===== src/design/mrrp_pkg.sv =====
// Shared types, constants and the CRC-16/MODBUS byte update for the
// Modbus RTU read response parser. No dependencies.
package mrrp_pkg;

   localparam logic [15:0] CRC_INIT     = 16'hFFFF;
   localparam logic [15:0] CRC_POLY     = 16'hA001;
   localparam logic [7:0]  EXC_FLAG     = 8'h80;
   localparam logic [7:0]  SLAVE_MAX    = 8'd247;
   localparam logic [7:0]  FUNC_HOLDING = 8'd3;
   localparam logic [7:0]  FUNC_INPUT   = 8'd4;
   localparam logic [8:0]  POS_MAX      = 9'd511;

   localparam int CSR_INDEX_WIDTH = 2;
   localparam int CSR_DATA_WIDTH  = 16;

   localparam logic [CSR_INDEX_WIDTH-1:0] CSR_EXPECTED_SLAVE    = 2'd0;
   localparam logic [CSR_INDEX_WIDTH-1:0] CSR_EXPECTED_FUNCTION = 2'd1;
   localparam logic [CSR_INDEX_WIDTH-1:0] CSR_EXPECTED_START    = 2'd2;
   localparam logic [CSR_INDEX_WIDTH-1:0] CSR_EXPECTED_QUANTITY = 2'd3;

   typedef enum logic [3:0] {
      STATUS_OK               = 4'd0,
      STATUS_SHORT_FRAME      = 4'd1,
      STATUS_CRC              = 4'd2,
      STATUS_SHORT_BODY       = 4'd3,
      STATUS_BAD_SETTINGS     = 4'd4,
      STATUS_SLAVE            = 4'd5,
      STATUS_EXCEPTION_LENGTH = 4'd6,
      STATUS_DEVICE_EXCEPTION = 4'd7,
      STATUS_FUNCTION         = 4'd8,
      STATUS_COUNT_LENGTH     = 4'd9,
      STATUS_ODD_COUNT        = 4'd10,
      STATUS_QUANTITY         = 4'd11,
      STATUS_RANGE            = 4'd12
   } status_type;

   typedef struct packed {
      logic [7:0] data_byte;
      logic       last_byte;
   } req_type;

   typedef struct packed {
      logic        is_verdict;
      logic [15:0] reg_address;
      logic [15:0] reg_value;
      status_type  status;
      logic [7:0]  exception_code;
      logic [7:0]  slave_seen;
      logic [7:0]  function_seen;
   } rsp_type;

   typedef struct packed {
      logic [7:0]  expected_slave;
      logic [7:0]  expected_function;
      logic [15:0] expected_start;
      logic [7:0]  expected_quantity;
   } csr_type;

   // Frame summary as it stands once the current byte is taken into account.
   typedef struct packed {
      logic [9:0] length;
      logic       crc_zero;
      logic [7:0] slave_byte;
      logic [7:0] function_byte;
      logic [7:0] count_byte;
   } frame_type;

   typedef struct packed {
      logic        fire;
      logic [15:0] reg_address;
      logic [15:0] reg_value;
   } obs_type;

   function automatic logic [15:0] crc_update(input logic [15:0] crc, input logic [7:0] data);
      logic [15:0] c;
      c = crc ^ {8'h00, data};
      for (int k = 0; k < 8; k++) begin
         if (c[0]) begin
            c = (c >> 1) ^ CRC_POLY;
         end else begin
            c = c >> 1;
         end
      end
      return c;
   endfunction

endpackage


===== src/design/mrrp_csr.sv =====
// Configuration registers of the Modbus RTU read response parser.
// Depends on mrrp_pkg.
module mrrp_csr (
   input  logic                                 clock,
   input  logic                                 reset,
   input  logic                                 csr_write_enable,
   input  logic [mrrp_pkg::CSR_INDEX_WIDTH-1:0] csr_index,
   input  logic [mrrp_pkg::CSR_DATA_WIDTH-1:0]  csr_write_data,
   output mrrp_pkg::csr_type                    cfg
);

   mrrp_pkg::csr_type cfg_ff;
   mrrp_pkg::csr_type cfg_in;

   always_comb begin
      cfg_in = cfg_ff;
      if (csr_write_enable) begin
         case (csr_index)
            mrrp_pkg::CSR_EXPECTED_SLAVE:    cfg_in.expected_slave    = csr_write_data[7:0];
            mrrp_pkg::CSR_EXPECTED_FUNCTION: cfg_in.expected_function = csr_write_data[7:0];
            mrrp_pkg::CSR_EXPECTED_START:    cfg_in.expected_start    = csr_write_data[15:0];
            mrrp_pkg::CSR_EXPECTED_QUANTITY: cfg_in.expected_quantity = csr_write_data[7:0];
            default:                         cfg_in = cfg_ff;
         endcase
      end
   end

   always_ff @(posedge clock) begin
      if (reset) begin
         cfg_ff.expected_slave    <= 8'd1;
         cfg_ff.expected_function <= mrrp_pkg::FUNC_HOLDING;
         cfg_ff.expected_start    <= 16'd0;
         cfg_ff.expected_quantity <= 8'd1;
      end else begin
         cfg_ff <= cfg_in;
      end
   end

   assign cfg = cfg_ff;

endmodule


===== src/design/mrrp_frame.sv =====
// Per-frame state of the parser: byte position, running CRC, captured header
// bytes and the held high payload byte. Depends on mrrp_pkg.
module mrrp_frame (
   input  logic                clock,
   input  logic                reset,
   input  logic                accept,
   input  mrrp_pkg::req_type   req_item,
   input  logic [15:0]         expected_start,
   output mrrp_pkg::frame_type frame,
   output mrrp_pkg::obs_type   obs
);

   logic [8:0]  pos_ff, pos_in;
   logic [15:0] crc_ff, crc_in;
   logic [7:0]  slave_ff, slave_in;
   logic [7:0]  func_ff, func_in;
   logic [7:0]  count_ff, count_in;
   logic [7:0]  hold_ff;
   logic [15:0] crc_next;
   logic [7:0]  obs_index;

   assign crc_next = mrrp_pkg::crc_update(crc_ff, req_item.data_byte);

   // Header bytes as seen including the current byte.
   always_comb begin
      slave_in = (pos_ff == 9'd0) ? req_item.data_byte : slave_ff;
      func_in  = (pos_ff == 9'd1) ? req_item.data_byte : func_ff;
      count_in = (pos_ff == 9'd2) ? req_item.data_byte : count_ff;
      pos_in   = (pos_ff == mrrp_pkg::POS_MAX) ? pos_ff : pos_ff + 9'd1;
      crc_in   = crc_next;
   end

   always_comb begin
      frame.length        = {1'b0, pos_ff} + 10'd1;
      frame.crc_zero      = (crc_next == 16'h0000);
      frame.slave_byte    = slave_in;
      frame.function_byte = func_in;
      frame.count_byte    = count_in;
   end

   // Every even position from four on closes a register value.
   assign obs_index = pos_ff[8:1] - 8'd2;

   always_comb begin
      obs.fire        = !req_item.last_byte && (pos_ff >= 9'd4) &&
                        (pos_ff != mrrp_pkg::POS_MAX) && !pos_ff[0];
      obs.reg_address = expected_start + {8'h00, obs_index};
      obs.reg_value   = {hold_ff, req_item.data_byte};
   end

   always_ff @(posedge clock) begin
      if (reset) begin
         pos_ff   <= 9'd0;
         crc_ff   <= mrrp_pkg::CRC_INIT;
         slave_ff <= 8'd0;
         func_ff  <= 8'd0;
         count_ff <= 8'd0;
         hold_ff  <= 8'd0;
      end else if (accept) begin
         if (req_item.last_byte) begin
            pos_ff   <= 9'd0;
            crc_ff   <= mrrp_pkg::CRC_INIT;
            slave_ff <= 8'd0;
            func_ff  <= 8'd0;
            count_ff <= 8'd0;
            hold_ff  <= 8'd0;
         end else begin
            pos_ff   <= pos_in;
            crc_ff   <= crc_in;
            slave_ff <= slave_in;
            func_ff  <= func_in;
            count_ff <= count_in;
            hold_ff  <= req_item.data_byte;
         end
      end
   end

endmodule


===== src/design/mrrp_verdict.sv =====
// Ordered frame checks that produce the verdict item at the final byte.
// Depends on mrrp_pkg.
module mrrp_verdict (
   input  mrrp_pkg::frame_type frame,
   input  mrrp_pkg::csr_type   cfg,
   output mrrp_pkg::rsp_type   verdict
);

   logic        settings_bad;
   logic [16:0] end_address;
   logic [9:0]  body_count;

   assign settings_bad = (cfg.expected_slave == 8'd0) ||
                         (cfg.expected_slave > mrrp_pkg::SLAVE_MAX) ||
                         ((cfg.expected_function != mrrp_pkg::FUNC_HOLDING) &&
                          (cfg.expected_function != mrrp_pkg::FUNC_INPUT)) ||
                         (cfg.expected_quantity == 8'd0);

   assign end_address = {1'b0, cfg.expected_start} + {9'd0, cfg.expected_quantity} - 17'd1;
   assign body_count  = frame.length - 10'd5;

   always_comb begin
      verdict                = '0;
      verdict.is_verdict     = 1'b1;
      verdict.slave_seen     = frame.slave_byte;
      verdict.function_seen  = frame.function_byte;
      verdict.status         = mrrp_pkg::STATUS_OK;
      if (frame.length < 10'd4) begin
         verdict.status = mrrp_pkg::STATUS_SHORT_FRAME;
      end else if (!frame.crc_zero) begin
         verdict.status = mrrp_pkg::STATUS_CRC;
      end else if (frame.length < 10'd5) begin
         verdict.status = mrrp_pkg::STATUS_SHORT_BODY;
      end else if (settings_bad) begin
         verdict.status = mrrp_pkg::STATUS_BAD_SETTINGS;
      end else if (frame.slave_byte != cfg.expected_slave) begin
         verdict.status = mrrp_pkg::STATUS_SLAVE;
      end else if (frame.function_byte == (cfg.expected_function | mrrp_pkg::EXC_FLAG)) begin
         if (frame.length != 10'd5) begin
            verdict.status = mrrp_pkg::STATUS_EXCEPTION_LENGTH;
         end else begin
            verdict.status         = mrrp_pkg::STATUS_DEVICE_EXCEPTION;
            verdict.exception_code = frame.count_byte;
         end
      end else if (frame.function_byte != cfg.expected_function) begin
         verdict.status = mrrp_pkg::STATUS_FUNCTION;
      end else if ({2'b00, frame.count_byte} != body_count) begin
         verdict.status = mrrp_pkg::STATUS_COUNT_LENGTH;
      end else if (frame.count_byte[0]) begin
         verdict.status = mrrp_pkg::STATUS_ODD_COUNT;
      end else if ({1'b0, frame.count_byte[7:1]} != cfg.expected_quantity) begin
         verdict.status = mrrp_pkg::STATUS_QUANTITY;
      end else if (end_address[16]) begin
         verdict.status = mrrp_pkg::STATUS_RANGE;
      end
   end

endmodule


===== src/design/mrrp_out_stage.sv =====
// Result register of the parser with its valid/stall handshake.
// Depends on mrrp_pkg.
module mrrp_out_stage (
   input  logic              clock,
   input  logic              reset,
   input  logic              load,
   input  mrrp_pkg::rsp_type load_item,
   input  logic              rsp_stall,
   output logic              rsp_valid,
   output mrrp_pkg::rsp_type rsp_payload,
   output logic              blocked
);

   logic              valid_ff;
   mrrp_pkg::rsp_type payload_ff;

   // The register is full and its item is not taken in this cycle.
   assign blocked = valid_ff && rsp_stall;

   always_ff @(posedge clock) begin
      if (reset) begin
         valid_ff <= 1'b0;
      end else if (load) begin
         valid_ff <= 1'b1;
      end else if (!rsp_stall) begin
         valid_ff <= 1'b0;
      end
   end

   always_ff @(posedge clock) begin
      if (load) begin
         payload_ff <= load_item;
      end
   end

   assign rsp_valid   = valid_ff;
   assign rsp_payload = payload_ff;

endmodule


===== src/design/modbus_rtu_read_response_parser.sv =====
// Modbus RTU read response parser, top level.
// Depends on mrrp_pkg, mrrp_csr, mrrp_frame, mrrp_verdict and mrrp_out_stage.
//
// The request channel carries the bytes of a read response (function 3 or 4)
// in wire order, one item per byte, with last_byte set on the final byte.
// The parser runs CRC-16/MODBUS over every byte and captures the slave id,
// function code and byte count. Each second payload byte that is not the
// final byte produces a tentative register item with its address and value.
// The final byte produces a verdict item with the status of the ordered
// checks. Tentative items must be discarded unless the verdict status is ok.
// Other bytes produce no item.
//
// An item is accepted in every cycle unless the request channel is stalled; the
// result appears in the result register in the cycle after its byte is accepted.
// The byte CRC update and check chain sit between frame state and that register.
// When the receiver stalls while a result is waiting, the request channel is
// stalled in the same cycle; otherwise bytes keep flowing.
// Reset clears the frame state and the result valid flag and loads the
// configuration registers with slave 1, function 3, start 0 and quantity 1.
// Configuration should be written only while no frame is in progress.
module modbus_rtu_read_response_parser (
   input  logic                                 clock,
   input  logic                                 reset,
   input  logic                                 req_valid,
   output logic                                 req_stall,
   input  mrrp_pkg::req_type                    req_payload,
   output logic                                 rsp_valid,
   input  logic                                 rsp_stall,
   output mrrp_pkg::rsp_type                    rsp_payload,
   input  logic                                 csr_write_enable,
   input  logic [mrrp_pkg::CSR_INDEX_WIDTH-1:0] csr_index,
   input  logic [mrrp_pkg::CSR_DATA_WIDTH-1:0]  csr_write_data
);

   mrrp_pkg::csr_type   cfg;
   mrrp_pkg::frame_type frame;
   mrrp_pkg::obs_type   obs;
   mrrp_pkg::rsp_type   verdict;
   mrrp_pkg::rsp_type   result;
   logic                accept;
   logic                out_blocked;

   // Input is held off only while a finished result is waiting and stalled.
   assign req_stall = out_blocked;
   assign accept    = req_valid && !req_stall;

   mrrp_csr u_csr (
      .clock            (clock),
      .reset            (reset),
      .csr_write_enable (csr_write_enable),
      .csr_index        (csr_index),
      .csr_write_data   (csr_write_data),
      .cfg              (cfg)
   );

   mrrp_frame u_frame (
      .clock          (clock),
      .reset          (reset),
      .accept         (accept),
      .req_item       (req_payload),
      .expected_start (cfg.expected_start),
      .frame          (frame),
      .obs            (obs)
   );

   mrrp_verdict u_verdict (
      .frame   (frame),
      .cfg     (cfg),
      .verdict (verdict)
   );

   // A tentative register item carries zeros in the verdict fields.
   always_comb begin
      if (req_payload.last_byte) begin
         result = verdict;
      end else begin
         result             = '0;
         result.is_verdict  = 1'b0;
         result.reg_address = obs.reg_address;
         result.reg_value   = obs.reg_value;
         result.status      = mrrp_pkg::STATUS_OK;
      end
   end

   mrrp_out_stage u_out_stage (
      .clock       (clock),
      .reset       (reset),
      .load        (accept && (req_payload.last_byte || obs.fire)),
      .load_item   (result),
      .rsp_stall   (rsp_stall),
      .rsp_valid   (rsp_valid),
      .rsp_payload (rsp_payload),
      .blocked     (out_blocked)
   );

endmodule


===== config.mk =====
export PLATFORM = sky130hd
export DESIGN_NAME = modbus_rtu_read_response_parser
export DESIGN_NICKNAME = d
export VERILOG_FILES = /design/src/design/mrrp_pkg.sv /design/src/design/mrrp_csr.sv /design/src/design/mrrp_frame.sv /design/src/design/mrrp_verdict.sv /design/src/design/mrrp_out_stage.sv /design/src/design/modbus_rtu_read_response_parser.sv
export SDC_FILE = /design/constraint.sdc
export NUM_CORES = 1
export LEC_CHECK = 0
export ABC_AREA = 1
export CAP_MARGIN = 20
export CORE_ASPECT_RATIO = 2
export CORE_UTILIZATION = 50
export DETAILED_ROUTE_END_ITERATION = 10
export DONT_BUFFER_PORTS = 1
export GPL_TIMING_DRIVEN = 0
export PLACE_DENSITY = 0.78
export SLEW_MARGIN = 0
export SYNTH_ARGS = -nofsm -noshare
export SYNTH_HDL_FRONTEND = slang
export SYNTH_SLANG_ARGS = --single-unit

===== constraint.sdc =====
create_clock -name clock -period 4.9 [get_ports clock]
set_input_delay 0.245 -clock clock [delete_from_list [all_inputs] [get_ports clock]]
set_output_delay 0.245 -clock clock [all_outputs]
set_load 0.01 [all_outputs]

Word level (Yosys, flattened, before mapping)
Index checks and enable logic that the tools add are counted.

operators by class
  add/sub/neg operators = 7
  magnitude comparators = 4
  mux-type cells = 40
  reductions and logical operators = 28
  equal/unequal tests = 17
  bitwise logic cells = 12

operator list
  cell                                                                    count
  16-bit two-way mux                                                      9
  8-bit two-way mux                                                       14
  61-bit two-way mux                                                      1
  4-bit two-way mux                                                       11
  2-bit inverter with 3-bit output                                        8
  10-bit by 3-bit < comparator with 1-bit output (second input constant)  2
  9-bit two-way mux                                                       2
  16-bit by 8-bit adder with 17-bit output                                1
  17-bit by 1-bit subtractor with 17-bit output (second input constant)   1
  16-bit by 8-bit adder with 16-bit output                                1
  16-bit zero test                                                        1
  8-bit zero test                                                         2
  8-bit != test                                                           2
  16-bit by 8-bit XOR with 16-bit output                                  1
  9-bit by 1-bit adder with 10-bit output (second input constant)         1
  10-bit by 3-bit != test with 1-bit output (second input constant)       1
  8-bit by 10-bit != test with 1-bit output                               1
  2-bit AND reduction                                                     5
  10-bit by 3-bit subtractor with 10-bit output (second input constant)   1
  9-bit by 1-bit adder with 9-bit output (second input constant)          1
  9-bit by 1-bit equality test with 1-bit output (second input constant)  1
  9-bit by 2-bit equality test with 1-bit output (second input constant)  1
  9-bit equality test (second input constant)                             1
  9-bit by 3-bit >= comparator with 1-bit output (second input constant)  1
  other kinds (22)                                                        38

word-level totals
  output and inout port bits = 63
  register bits = 159
  bits of input ports = 32
  logic and storage cells = 129

Depth between registers and ports, before layout
  word-level depth = 21
  gate-level depth with buffers = 22
  depth with buffers taken out = 22

Hierarchy
Synthesis repeated with hierarchy kept, for this count alone.

second synthesis, totals
  cells, all modules = 1388
  area total of the unflattened synthesis = 9985.8 sq um

by module, submodules not included
  module                           cells each  area an instance (sq um)  sequential area each (sq um)  times used
  mrrp_frame                       542         3762.4                    1141.1                        1
  mrrp_verdict                     358         2014.4                    0.0                           1
  mrrp_out_stage                   66          1871.8                    1851.8                        1
  mrrp_csr                         252         1644.1                    800.8                         1
  modbus_rtu_read_response_parser  170         693.2                     0.0                           1

Worst setup path after synthesis
Ideal clock, no wire load.

  path type = register to register
  start = register u_frame.pos_ff[1]
  end = register u_out_stage.payload_ff (netlist bit u_out_stage.rsp_payload[0]), enable pin
  required time = 4.398 ns
  slack = 0.226 ns
  cell stages (with the launch flop) = 8
  arrival = 4.172 ns
  clock period less this slack = 4.674 ns
  cells stage by stage = dfxtp_1 ha_1 nand3_1 nor3_1 ha_1 inv_1 nand3_1 a21oi_1

on the way
  longest elaborated chain between the ends = 6
  elaborated cells on any way between the ends = 7
  classes of those cells = 1 x order compare; 1 x eq/ne; 5 x reduce/logical

ends and longest elaborated chain
  what                                            line                                   text
  from (decl)                                     mrrp_frame.sv:13                       logic [8:0] pos_ff, pos_in;
  from (signal assigned)                          mrrp_frame.sv:68                       pos_ff <= pos_in;
  9-bit by 3-bit >= comparator with 1-bit output  mrrp_frame.sv:45                       obs.fire = !req_item.last_byte && (pos_ff >= 9'd4) &&
  1-bit logical AND                               mrrp_frame.sv:45
  1-bit logical AND (*)                           mrrp_frame.sv:45
  1-bit logical AND (*)                           mrrp_frame.sv:46                       (pos_ff != mrrp_pkg::POS_MAX) && !pos_ff[0];
  1-bit logical OR (*)                            modbus_rtu_read_response_parser.sv:88  .load (accept && (req_payload.last_byte || obs.fire)),
  1-bit logical AND (*)                           modbus_rtu_read_response_parser.sv:88
  via u_out_stage.load                            mrrp_out_stage.sv:6                    input logic load,
  to (signal assigned)                            mrrp_out_stage.sv:32                   payload_ff <= load_item;
  to (decl)                                       mrrp_out_stage.sv:15                   mrrp_pkg::rsp_type payload_ff;

Mark *: on every way through the listed nets, which the timed path passes. The rest lies on a longest branch.
A chain may end at the register's enable or synchronous reset.

Final worst setup path
  start = register u_frame.crc_ff[0]
  end = register u_out_stage.payload_ff (netlist bit u_out_stage.rsp_payload[16]), data pin

on the way
  longest elaborated chain between the ends = 13
  elaborated cells on any way between the ends = 18
  classes of those cells = 8 x mux; 8 x bitwise; 2 x reduce/logical

ends and longest elaborated chain
  what                                                                              line              text
  from (decl)                                                                       mrrp_frame.sv:14  logic [15:0] crc_ff, crc_in;
  from (signal assigned)                                                            mrrp_frame.sv:54  crc_ff <= mrrp_pkg::CRC_INIT;
  from (signal assigned)                                                            mrrp_frame.sv:62  crc_ff <= mrrp_pkg::CRC_INIT;
  from (signal assigned)                                                            mrrp_frame.sv:69  crc_ff <= crc_in;
  16-bit by 8-bit XOR with 16-bit output (*)                                        mrrp_pkg.sv:76    c = crc ^ {8'h00, data};
  16-bit two-way mux (*) (2 in a row)                                               mrrp_pkg.sv:78    if (c[0]) begin
  2-bit inverter with 3-bit output (no line) or 16-bit two-way mux (tied branches)  --
  16-bit two-way mux (*) (6 in a row)                                               mrrp_pkg.sv:78
  16-bit zero test (*)                                                              mrrp_frame.sv:35  frame.crc_zero = (crc_next == 16'h0000);
  1-bit inverter (no line) (*)                                                      --
  8-bit OR reduction (no line) (*)                                                  --

Mark *: on every way between the ends. The rest lies on a longest branch, timed or not.

==> summary.txt <==
Pwr
  – Sequential fraction of design power: 44.8%
  – Psw: 924 uW
  – Max rail drop VDD: 266 uV
  – Part of the total power dissipated in combinational logic: 13.0%
  – Part of the total power dissipated in the clock network: 42.1%
  – Share of total power consumed by net switching: 27.9%
  – Power density cells: 344 nW/um^2
  – Total leakage power: 0.00408 uW
  – Internal power contribution: 2390 uW

Layout
  – Post-Layout Inst Area: 9640 sq um
  – FILL cells: 1559
  – Footprint of the flip-flops and latches: 3790 sq um
  – Area of the multi-input gates: 4140 sq um
  – Final instance count without filler cells: 1382
  – Number of nets in the layout: 1240
  – Share of cells above drive strength 1: 5.20%
  – Most common cell after layout, fill and taps aside: nand2_1
  – Signed area change from the synthesized netlist to the final layout: 11.1%
  – Highest-count cells in the layout ignoring fill and taps: 276 x nand2_1, 152 x inv_1, 101 x a21oi_1
  – Final cell utilization of the core: 57.2%

Status
  – Violations in the final reports: hold timing
  – Status: complete, but fails checks

Hold path
  – Tightest Hold Check Type: primary input to flip-flop
  – Worst Hold Depth: 2

Clocking
  – Number of clock buffers inserted by TritonCTS: 17
  – Hold-fix buffers, CTS: 4
  – Maximum clock path buffer count: 2
  – Insertion delay to the later sink of the worst-skew pair: 450 ps
  – Sink count of the clock tree: 159
  – Count of H-tree levels built during CTS: 4
  – CTS tree: built
  – Number of gates resized after CTS: 0
  – Setup bufs post-CTS: 0
  – Root buf cell: clkbuf_16
  – Clock input transition at the sequential cells of the worst setup and hold paths: 70 ps

Floorplan
  – Die width: 95.1 microns
  – Die area: 17900 sq um
  – Floorplan core area: 16800 sq um
  – Row count: 67
  – I/O pin cnt: 95
  – Effective utilization at floorplan: 51.5%
  – Die Height: 188 microns

Synth
  – Post-synthesis mux area share: 0%
  – Mean instance size in the synthesized netlist: 7.63 sq um
  – Fraction of synthesized cell area in xor and xnor cells: 3.23%
  – Unique cell type count in the Yosys netlist: 42
  – Synthesized-area fraction occupied by adder cells: 6.87%
  – Number of synthesized register bits: 159
  – Seq/Total Area, Yosys: 43.8%
  – Simple logic cell fraction of the synthesized area: 23.0%
  – Largest family of logic cells by synthesized area: simple AND/OR/NAND/NOR gates
  – Top cells by area, synth: dfxtp_1 23%, edfxtp_1 21%, nand2_1 12%
  – Synthesized instance count: 1136
  – Biggest area consumer among synthesized cells: dfxtp_1
  – Post-synthesis compound-gate area fraction: 14.5%
  – Yosys warning total: 0
  – Synth top area share: 22.6%
  – Net count of the mapped netlist: 1215
  – Synth Cell Area: 8670 sq um

Timing
  – Time the final worst path needs with I/O delays and setup: 3540 ps
  – Max transition margin: 33.9%
  – Endpoints failing hold: 1
  – Setup tns final: 0 ps
  – Period utilisation layout: 72.2%
  – Hold Worst Slack: -1.33 ps
  – Achievable frequency: 0.283 GHz
  – Worst Max-Slew Pin Slew: 967 ps
  – Final setup margin: 1360 ps
  – Setup repair after global routing missed its margin: no
  – Max-slew violation count: 0
  – Setup violations, final: 0
  – Clock Skew: 12.8 ps

Critical path
  – Critical path buffer and inverter count: 1
  – Top delay family on crit path: simple AND/OR/NAND/NOR gates
  – Delay of the slowest cell on the worst path: 330 ps
  – Critical path endpoint category: flip-flop
  – Startpoint of the most critical setup path: u_frame.crc_ff[0]
  – Reg2Reg Setup Slack: 1360 ps
  – FF-to-FF End: u_out_stage.rsp_payload[16]
  – Worst Reg2Reg Path Length in Cells: 16
  – Critical path start-end classification: flip-flop to flip-flop
  – List of cells traversed by the critical path: or2_2, nand2_1, xor2_1, xnor2_1, xor2_1, ha_1, xor2_1, nor2_1, inv_1, nor4_1, nand3_1, nor2_1, nand4_1, nor2_4, nand3_2, nor2_1
  – Number of gates on the worst path with buffers counted: 16
  – Largest fanout on the critical path: 8
  – Arrival time of data at the critical path endpoint: 3830 ps
  – Startpoint class of the critical path: flip-flop
  – Req. time, crit path: 5190 ps
  – Launching point of the worst reg2reg path: u_frame.crc_ff[0]
  – Critical-path top delay cell: dfxtp_1
  – Critical path capture point: u_out_stage.rsp_payload[16]

Drt
  – Total wirelength of the detailed-routed design: 25300 microns
  – Vias per std cell: 5.61
  – Detail-routed net length per standard cell: 18.3 microns
  – Number of vias after detailed routing: 7755
  – Number of antenna-violating nets in the routed design: 0
  – Post-route DRC: 0
  – Number of design-rule violations left by the first detailed-router iteration: 570
  – Number of iterations in the first detailed-routing pass: 6

Placed design
  – Placed cell area: 8980 sq um
  – Gpl congestion: 0.960
  – Total half-perimeter wirelength after legalization and detailed placement: 19400 microns
  – Placed instance count: 1345
  – Count of buffers inserted at the top-level ports: 0
  – Setup slack after placement: 1420 ps

Global routing
  – Antenna violations before repair: 1
  – Vias in the first global route: 7706
  – Global-route wire length before repair: 39400 microns
  – Overall routing resource usage: 29.8%
  – Total overflow reported by the global router: 0
  – Maximum number of pins on one net before global-route repair: 33

Run
  – Max-cap violation count: 0
[area by class of cell]
cell class              instances  share of cell area, %
inverters                     156                   6.08
diodes                          1                 0.0260
plain buffers                  38                   1.70
multi-input cells             783                   42.9
clock buffers                  18                   4.45
well taps                     207                   2.69
clock inverters                14                   1.91
flip-flops and latches        159                   39.4
repair buffers                  6                  0.831
[power by group through the flow]
| stage | registers (uW) | logic (uW) | clock network [uW] |
|---|---|---|---|
| 5_1_grt | 1490 | 483 | 1450 |
| 6_report | 1480 | 432 | 1400 |
| 3_3_place_gp | 1520 | 406 | 0 |
| 3_5_place_dp | 1510 | 419 | 0 |
| 2_1_floorplan | 1500 | 304 | 0 |
| 4_1_cts | 1490 | 427 | 1400 |
[cell families (layout without fill, tap and decap cells)]
| group | Yosys count | count (layout) |
|---|---|---|
| buffers and inverters | 194 | 232 |
| DFF | 159 | 159 |
| other | 0 | 1 |
| adders and majority gates | 47 | 47 |
| AOI/OAI and AO/OA | 229 | 229 |
| xor gates and xnor gates | 32 | 32 |
| and+or+nand+nor | 475 | 475 |
[worst min path at each step]
stage / start / to / slack [ps]
detailed placement: req_payload[0] / u_out_stage.rsp_payload[60] / 340
global placement: req_payload[0] / u_out_stage.rsp_payload[60] / 340
global route: csr_write_data[7] / u_csr.cfg[39] / 10
floorplan: req_payload[0] / u_out_stage.rsp_payload[60] / 340
finish: csr_write_data[5] / u_csr.cfg[5] / -1
CTS: csr_write_data[5] / u_csr.cfg[5] / 1
[metal layers]
metal  part of all wire, %  wire (microns)  global-route usage, %  vias up
met2                    52           13200                   52.2      275
met1                    34            8590                   29.3     3576
li1                      -               -                      -     3781
met4                   8.6            2180                   25.2        0
met3                   5.2            1300                   4.92      123
met5                     0               0                      0        -
[per-stage QoR]
step           hold slack (ps)  total power (uW)
2_1_floorplan              344              1810
3_3_place_gp               344              1920
3_5_place_dp               344              1930
4_1_cts                   1.16              3310
5_1_grt                   14.8              3420
6_report                 -1.33              3310
[state kept, by name (all words and copies together) (netlist names)]
name	cells
u_out_stage.rsp_payload	61
u_csr.cfg	40
u_frame.crc_ff	16
u_frame.pos_ff	9
u_frame.count_ff	8
u_frame.func_ff	8
u_frame.hold_ff	8
u_frame.slave_ff	8
u_out_stage.rsp_valid	1
[cell usage after synthesis]
cell type and instances:
o21ai_0 72, nor2_1 94, o21bai_2 1, clkinv_1 3, dfxtp_1 98, o21a_1 1
o31ai_1 2, or2_2 4, nor3b_1 1, nand2_4 1, a2111oi_0 1, nand4_1 14
buf_2 2, buf_6 2, nor2_4 4, a21oi_1 102, buf_4 1, fa_1 1
inv_2 1, xor2_1 23, a22oi_1 1, nor4_1 4, nand2_2 2, a2111o_1 1
clkbuf_1 31, nand2_1 276, o21ai_2 3, nor3_1 12, o21bai_1 7, nand3b_1 3
nand3_2 1, o211ai_1 10, buf_1 2, nor2_2 5, nand3_1 54, a32oi_1 1
xnor2_1 9, edfxtp_1 61, o22ai_1 19, ha_1 46, inv_1 152, o21ai_1 8
Power figures use the tool's default switching activity.
